### config.mk
export PLATFORM = sky130hd
export DESIGN_NAME = semr_mag
export DESIGN_NICKNAME = d
export VERILOG_FILES = /design/src/rtl/semr_pkg.sv /design/src/rtl/semr_mag.sv
export SDC_FILE = /design/constraint.sdc
export NUM_CORES = 2
export LEC_CHECK = 0
export ABC_AREA = 1
export BUFFER_PORTS_ARGS = -buffer_cell sky130_fd_sc_hd__buf_2
export CAP_MARGIN = 20
export CORE_UTILIZATION = 30
export CTS_BUF_LIST = sky130_fd_sc_hd__clkbuf_4 sky130_fd_sc_hd__clkbuf_8
export CTS_CLUSTER_DIAMETER = 200
export DETAILED_ROUTE_END_ITERATION = 7
export PLACE_DENSITY = 0.51
export SLEW_MARGIN = 20
export SYNTH_ARGS = -nofsm -noshare
export SYNTH_HDL_FRONTEND = slang
export SYNTH_SLANG_ARGS = --single-unit
export TNS_END_PERCENT = 20
### constraint.sdc
create_clock -name clk -period 25.5 [get_ports clk]
set_clock_uncertainty 0.05 [all_clocks]
set_input_delay 1.275 -clock clk [delete_from_list [all_inputs] [get_ports clk]]
set_output_delay 1.275 -clock clk [all_outputs]
set_load 0.03 [all_outputs]
### src/rtl/semr_pkg.sv
// Package with types, constants and helper functions for the Sobel RGB edge unit.
package semr_pkg;
  localparam int MaxWidth = 1024;
  localparam int MaxHeight = 4096;
  localparam int ColW = $clog2(MaxWidth);
  localparam int RowW = $clog2(MaxHeight + 1);
  localparam int CfgW = 13;
  localparam int CfgIdxW = 1;
  localparam logic [CfgIdxW-1:0] RegFrameWidth = 1'b0;
  localparam logic [CfgIdxW-1:0] RegFrameHeight = 1'b1;
  localparam logic CmdPixel = 1'b0;
  localparam logic CmdDrain = 1'b1;

  typedef logic [23:0] pixel_t;

  typedef struct packed {
    logic [7:0] red;
    logic [7:0] green;
    logic [7:0] blue;
    logic last;
  } result_t;

  typedef struct packed {
    pixel_t top;
    pixel_t mid;
    pixel_t bot;
  } column_t;

  // Squared gradient of one channel from three columns.
  function automatic logic [17:0] grad_sq(input column_t l, input column_t m,
                                          input column_t r, input int sh);
    logic [9:0] lf, rt, tp, bt;
    logic signed [10:0] gx, gy;
    logic signed [21:0] px, py;
    logic [20:0] s;
    begin
      lf = 10'(l.top[sh+:8]) + {1'b0, l.mid[sh+:8], 1'b0} + 10'(l.bot[sh+:8]);
      rt = 10'(r.top[sh+:8]) + {1'b0, r.mid[sh+:8], 1'b0} + 10'(r.bot[sh+:8]);
      tp = 10'(l.top[sh+:8]) + {1'b0, m.top[sh+:8], 1'b0} + 10'(r.top[sh+:8]);
      bt = 10'(l.bot[sh+:8]) + {1'b0, m.bot[sh+:8], 1'b0} + 10'(r.bot[sh+:8]);
      gx = $signed({1'b0, rt}) - $signed({1'b0, lf});
      gy = $signed({1'b0, bt}) - $signed({1'b0, tp});
      px = gx * gx;
      py = gy * gy;
      s = px[20:0] + py[20:0];
      grad_sq = (s > 21'd65280) ? 18'h3FFFF : s[17:0];
    end
  endfunction

  // Four steps of the digit-by-digit square root; the state is {root, remainder}.
  function automatic logic [17:0] sqrt_steps(input logic [17:0] st, input logic [7:0] pairs);
    logic [7:0] root;
    logic [11:0] rem;
    logic [11:0] trial;
    begin
      root = st[17:10];
      rem = {2'b00, st[9:0]};
      for (int i = 3; i >= 0; i--) begin
        rem = {rem[9:0], pairs[2*i+:2]};
        trial = {2'b00, root, 2'b01};
        if (rem >= trial) begin
          rem = rem - trial;
          root = {root[6:0], 1'b1};
        end else begin
          root = {root[6:0], 1'b0};
        end
      end
      sqrt_steps = {root, rem[9:0]};
    end
  endfunction

  // Rounds the root up when the remainder exceeds it; saturated input maps to 255.
  function automatic logic [7:0] round_root(input logic [17:0] st, input logic sat);
    logic [7:0] root;
    logic [9:0] rem;
    begin
      root = st[17:10];
      rem = st[9:0];
      if (sat || (rem > {2'b00, root} && root == 8'd255)) round_root = 8'd255;
      else if (rem > {2'b00, root}) round_root = root + 8'd1;
      else round_root = root;
    end
  endfunction
endpackage

### src/rtl/semr_mag.sv
// Three channel Sobel magnitude pipeline: squared gradients, then rounded root in two halves.
module semr_mag
  import semr_pkg::*;
(
  input  logic    clk,
  input  logic    rst,
  input  logic    in_valid,
  input  column_t col_l,
  input  column_t col_m,
  input  column_t col_r,
  input  logic    in_last,
  output logic    out_valid,
  output result_t out_res
);
  logic [17:0] sq_r, sq_g, sq_b;
  logic sq_valid, sq_last;
  logic [17:0] hi_r, hi_g, hi_b;
  logic [7:0] lo_r, lo_g, lo_b;
  logic sat_r, sat_g, sat_b;
  logic hi_valid, hi_last;

  always_ff @(posedge clk) begin
    if (rst) begin
      sq_valid <= 1'b0;
      hi_valid <= 1'b0;
      out_valid <= 1'b0;
    end else begin
      sq_valid <= in_valid;
      hi_valid <= sq_valid;
      out_valid <= hi_valid;
    end
    sq_r <= grad_sq(col_l, col_m, col_r, 16);
    sq_g <= grad_sq(col_l, col_m, col_r, 8);
    sq_b <= grad_sq(col_l, col_m, col_r, 0);
    sq_last <= in_last;
    hi_r <= sqrt_steps('0, sq_r[15:8]);
    hi_g <= sqrt_steps('0, sq_g[15:8]);
    hi_b <= sqrt_steps('0, sq_b[15:8]);
    lo_r <= sq_r[7:0];
    lo_g <= sq_g[7:0];
    lo_b <= sq_b[7:0];
    sat_r <= (sq_r == 18'h3FFFF);
    sat_g <= (sq_g == 18'h3FFFF);
    sat_b <= (sq_b == 18'h3FFFF);
    hi_last <= sq_last;
    out_res <= '{red: round_root(sqrt_steps(hi_r, lo_r), sat_r),
                 green: round_root(sqrt_steps(hi_g, lo_g), sat_g),
                 blue: round_root(sqrt_steps(hi_b, lo_b), sat_b), last: hi_last};
  end
endmodule

; Word-level counts from Yosys, hierarchy flattened
; Cells that the tools add are included.
[totals]
regBits = 153
inputBits = 220
out_inout_bits = 26
[op_classes]
addsub = 60
n_mul = 6
magnitude_cmp = 30
n_eq_ne = 6
n_mux = 51
reduce_logical = 6
[ops]
columns = cell, n
row1 = 2-to-1 mux 10 bit, 24
row2 = multiplier 11 x 11 -> 21 bit, 6
row3 = adder 10 x 8 -> 10 bit, 12
row4 = adder 8 x 9 -> 10 bit, 12
row5 = subtractor 10 x 10 -> 11 bit, 6
row6 = adder 21 bit, 3
row7 = "greater-than comparator 21 x 16 -> 1 bit, second input constant", 3
row8 = "equality test 18 bit, second input constant", 3
row9 = >= comparator 12 x 3 -> 1 bit, 3
row10 = >= comparator 12 x 4 -> 1 bit, 3
row11 = >= comparator 12 x 5 -> 1 bit, 3
row12 = >= comparator 12 x 6 -> 1 bit, 3
row13 = >= comparator 12 x 7 -> 1 bit, 3
row14 = >= comparator 12 x 8 -> 1 bit, 3
row15 = >= comparator 12 x 9 -> 1 bit, 3
row16 = greater-than comparator 10 x 8 -> 1 bit, 3
row17 = subtractor 10 x 3 -> 10 bit, 3
row18 = subtractor 10 x 4 -> 10 bit, 3
row19 = subtractor 10 x 5 -> 10 bit, 3
row20 = subtractor 10 x 6 -> 10 bit, 3
row21 = subtractor 10 x 7 -> 10 bit, 3
row22 = subtractor 10 x 8 -> 10 bit, 3
row23 = subtractor 10 x 9 -> 10 bit, 3
row24 = "adder 8 x 1 -> 8 bit, second input constant", 3
row25 = 7 further kinds, 42

; Longest topological paths before layout
[logic_depth]
depth_word = 11
depth_mapped = 59
mapped_depth_nobuf = 56

; Worst setup path before layout
; Ideal clock, no wire load.
[synth_timing]
kind = input-to-reg
start = input col_l[3] in the netlist's numbering
end = register sq_b[10]
setup_time_ns = 0.141
t_arrival_ns = 11.352
setup_slack_ns = 13.957
cell_stages = 47
path_buffers = 1
path_cell_list = fa_1 -> fa_1 -> inv_1 -> fa_1 -> inv_1 -> ha_1 -> a21oi_1 -> inv_1 -> a31oi_1 -> or2_2 -> nand2_1 -> a21oi_1 -> nor3_1 -> nor2_1 -> inv_1 -> a21oi_1 -> nor2_1 -> nor2_1 -> [... 11 more ...] -> fa_1 -> inv_1 -> ha_1 -> inv_1 -> o21ai_0 -> a21oi_1 -> inv_1 -> a21oi_1 -> o21bai_1 -> a21o_1 -> nand3_1 -> nand2_1 -> nand2_1 -> nand2_1 -> a21oi_1 -> xnor2_1 -> clkbuf_1 -> nand4_1
[synth_via]
elab_chain_cells = 6
elab_cells_between_ends = 9
cone_classes = 6 x add/sub / 2 x mul / 1 x order compare
[synth_rtl]
columns = item, line_no
row1 = "start, declared", semr_mag.sv:8  ; input column_t col_l,
row2 = adder 8 x 9 -> 10 bit, semr_pkg.sv:40  ; bt = 10'(l.bot[sh+:8]) + {1'b0, m.bot[sh+:8], 1'b0} + 10'(r.bot[sh+:8]);
row3 = adder 10 x 8 -> 10 bit, semr_pkg.sv:40
row4 = subtractor 10 x 10 -> 11 bit, semr_pkg.sv:42  ; gy = $signed({1'b0, bt}) - $signed({1'b0, tp});
row5 = multiplier 11 x 11 -> 21 bit, semr_pkg.sv:44  ; py = gy * gy;
row6 = adder 21 bit (*), semr_pkg.sv:45  ; s = px[20:0] + py[20:0];
row7 = greater-than comparator 21 x 16 -> 1 bit, semr_pkg.sv:46  ; grad_sq = (s > 21'd65280) ? 18'h3FFFF : s[17:0];
row8 = "end signal, assigned", semr_mag.sv:34  ; sq_b <= grad_sq(col_l, col_m, col_r, 0);
row9 = "end, declared", semr_mag.sv:15  ; logic [17:0] sq_r, sq_g, sq_b;
; Mark *: on every way between the ends. The rest lies on a longest branch, timed or not.
; A chain may end at the register's enable or synchronous reset.

; Final worst setup path
[layout_timing]
start = input col_l[3] in the netlist's numbering
end = register sq_b[12]
; Same word-level chain as after synthesis.

==> impl_metrics.json <==
{
  "status": "finished clean",
  "required_ps": 25820,
  "start_util_pct": 30.38,
  "grt_max_degree": 20,
  "period_needed_ps": 12900,
  "synth_top_cell_by_area": "fa_1",
  "dieArea_sq_um": 147700,
  "hold_viol": 0,
  "ys_seq_area_share_pct": 6.984,
  "synth-simple-area-share_pct": 16.66,
  "drv_cap": 0,
  "crit_top_cell": "fa_1",
  "cts_tree": "yes",
  "synth_compound_area_share_pct": 5.198,
  "cts_setup_buffers": 0,
  "io_buffers": 221,
  "period_share_pct": 50.60,
  "ys_top_cells_by_count": "1537 x inv_1, 862 x fa_1, 805 x nand2_1, 465 x ha_1, 411 x nor2_1",
  "gp_congestion": 0.8402,
  "synth_cell_types": 63,
  "core_area_sq_um": 144400,
  "dr.pass1.iters": 5,
  "synth_top_area_share_pct": 39.35,
  "area_delta_synth_final_pct": 8.565,
  "htreeDepth": 4,
  "synth_area_sq_um": 43860,
  "drt-vias-per-instance": 4.355,
  "drive_above_1_share_pct": 7.592,
  "synth_edf_count": 0,
  "finalMaxSlewViolations": 0,
  "fp.dieW_um": 384.3,
  "cts_buffers": 17,
  "fin_nets": 7119,
  "worstPathArrival_ps": 13230,
  "clkSinkCount": 153,
  "first_iter_violations": 1247,
  "grt_usage_pct": 13.96,
  "cp_slowest_cell": "nor2_1",
  "holdPathEnd": "out_res[0]",
  "synthMuxAreaShare_pct": 0,
  "core.rowCount": 139,
  "cts.repair.resized": 0,
  "syn_nets": 6911,
  "avgSynthCellArea_sq_um": 8.176,
  "overflow": 0,
  "slew-limit-headroom_pct": 34.22,
  "synth-async-reset-ratio_pct": 0,
  "grt_pass1_wl_um": 168000,
  "pre_cts_slack_ps": 12010,
  "synthCells": 5364,
  "cts_hold_buf": 0,
  "worstSetupEndpointType": "flip-flop",
  "drc": 0,
  "rsz0062_at_grt": "no",
  "synth_top_family_by_area": "adder cells",
  "dp.cells": 7456,
  "avgRoutedWirePerCell_um": 13.10,
  "whs_path_depth": 0,
  "finalSetupTns_ps": 0,
  "synth.top_cells.by_area": "fa_1 39%, ha_1 13%, inv_1 13%",
  "yosys_warnings": 0,
  "vias": 32620,
  "cp_max_fo": 18,
  "worst_pin_slew_ps": 983.1,
  "r2r-start": "hi_g[11]",
  "clk_transition_reported_paths_ps": 90,
  "r2r_cells": 46,
  "fmax_mhz": 77.50,
  "cp-start-kind": "input pin",
  "fp.dieH_um": 384.3,
  "r2r_end": "out_res[14]",
  "setup_ws_ps": 12600,
  "ys_seq_elements": 153,
  "slowest_delay_ps": 730,
  "setup_viol": 0,
  "root_buffer": "clkbuf_8",
  "io_pins": 246,
  "clock_latency_ps": 550,
  "clockBufferDepth": 2,
  "grt_antenna_before_repair": 2,
  "r2r_slack_ps": 15920,
  "synth_flop_cell": "dfxtp_1",
  "critical_path_class": "input pin to flip-flop",
  "grt_pass1_vias": 34180,
  "hp-class": "flip-flop to flip-flop",
  "post-dp-hpwl_um": 89600,
  "min_from": "hi_last",
  "holdWs_ps": 284.1,
  "synth-adder-area-share_pct": 52.61,
  "wl_um": 98120,
  "postRouteAntennaNets": 0,
  "finalNonFillerCells": 7489,
  "synthMostInstantiatedCell": "inv_1",
  "yosys.area_share.xor_xnor_pct": 4.713
}
==> placed cells by master, fill, tap and decap left out, types with 14 or more instances in the layout <==
cell type	n
nand2_2	28
buf_2	221
nand4_1	66
nand3_1	175
inv_2	18
nand3_2	14
o21a_1	14
o21bai_1	32
nor2_1	410
xnor2_1	91
inv_1	1537
a21oi_1	163
dfxtp_1	153
xor2_1	145
nor2_2	15
or2_2	39
fa_1	862
nand2_1	805
clkbuf_8	17
ha_1	465
o21ai_0	136
nor3_1	35
==> cell families after synthesis <==
family,after synthesis
AOI/OAI and AO/OA,398
xor gates and xnor gates,236
adders and majority gates,1327
buffers and inverters,1602
DFF,153
and+or+nand+nor,1648
==> per-layer routing <==
metal	track usage [%]	vias up	routed length (um)
met5	0	-	0
met4	2.704	0	1459
met3	1.120	66	2699
met2	24.29	431	48360
met1	18.90	15840	45600
li1	-	16280	-
==> sequential cells by signal, indices dropped and copies added, names as in the netlist <==
signal / count
sq_b: 18
out_res: 25
sq_last: 1
hi_r: 14
out_valid: 1
sq_r: 18
sat_b: 1
sat_g: 1
lo_r: 8
hi_last: 1
sq_valid: 1
lo_b: 8
sq_g: 18
lo_g: 8
hi_g: 14
hi_b: 14
hi_valid: 1
sat_r: 1
==> through the flow <==
| stage | util [%] | instance area [sq um] |
|---|---|---|
| CTS | 32.98 | 47610 |
| detailed placement | 32.70 | 47210 |
| finish | 32.98 | 47610 |
| global placement | 32.70 | 47210 |
| floorplan | - | 43860 |
| global route | 32.98 | 47610 |
==> cell type report <==
| cell class | instances | area, sq um |
|---|---|---|
| fillers | 15430 | 96740 |
| multi-input cells | 3609 | 34730 |
| inverters | 1563 | 5874 |
| flip-flops and latches | 153 | 3063 |
| well taps | 1903 | 2381 |
| repair buffers | 228 | 1159 |
| clock buffers | 18 | 241.5 |
| clock inverters | 14 | 158.9 |
| diodes | 1 | 2.502 |
==> worst max-delay path, delay by kind of cell <==
family / cells / cell delay (ps)
adders and majority gates: 12 / 5860
AOI/OAI and AO/OA: 10 / 1560
and+or+nand+nor: 11 / 3000
buffers and inverters: 10 / 1320
xor gates and xnor gates: 1 / 140
==> worst max path at each step <==
stage	startpoint	depth (start not counted)	end	slack, ps
global placement	col_l[3]	44	sq_b[11]	12130
CTS	col_l[3]	44	sq_b[12]	12640
floorplan	col_l[3]	47	sq_b[10]	13960
detailed placement	col_l[3]	44	sq_b[12]	12010
finish	col_l[3]	44	sq_b[12]	12600
global route	col_l[3]	44	sq_b[12]	11660
Power is left out: the tool's default activity adds up to more than one toggle a clock period on the data nets, which glitch-free logic cannot reach.
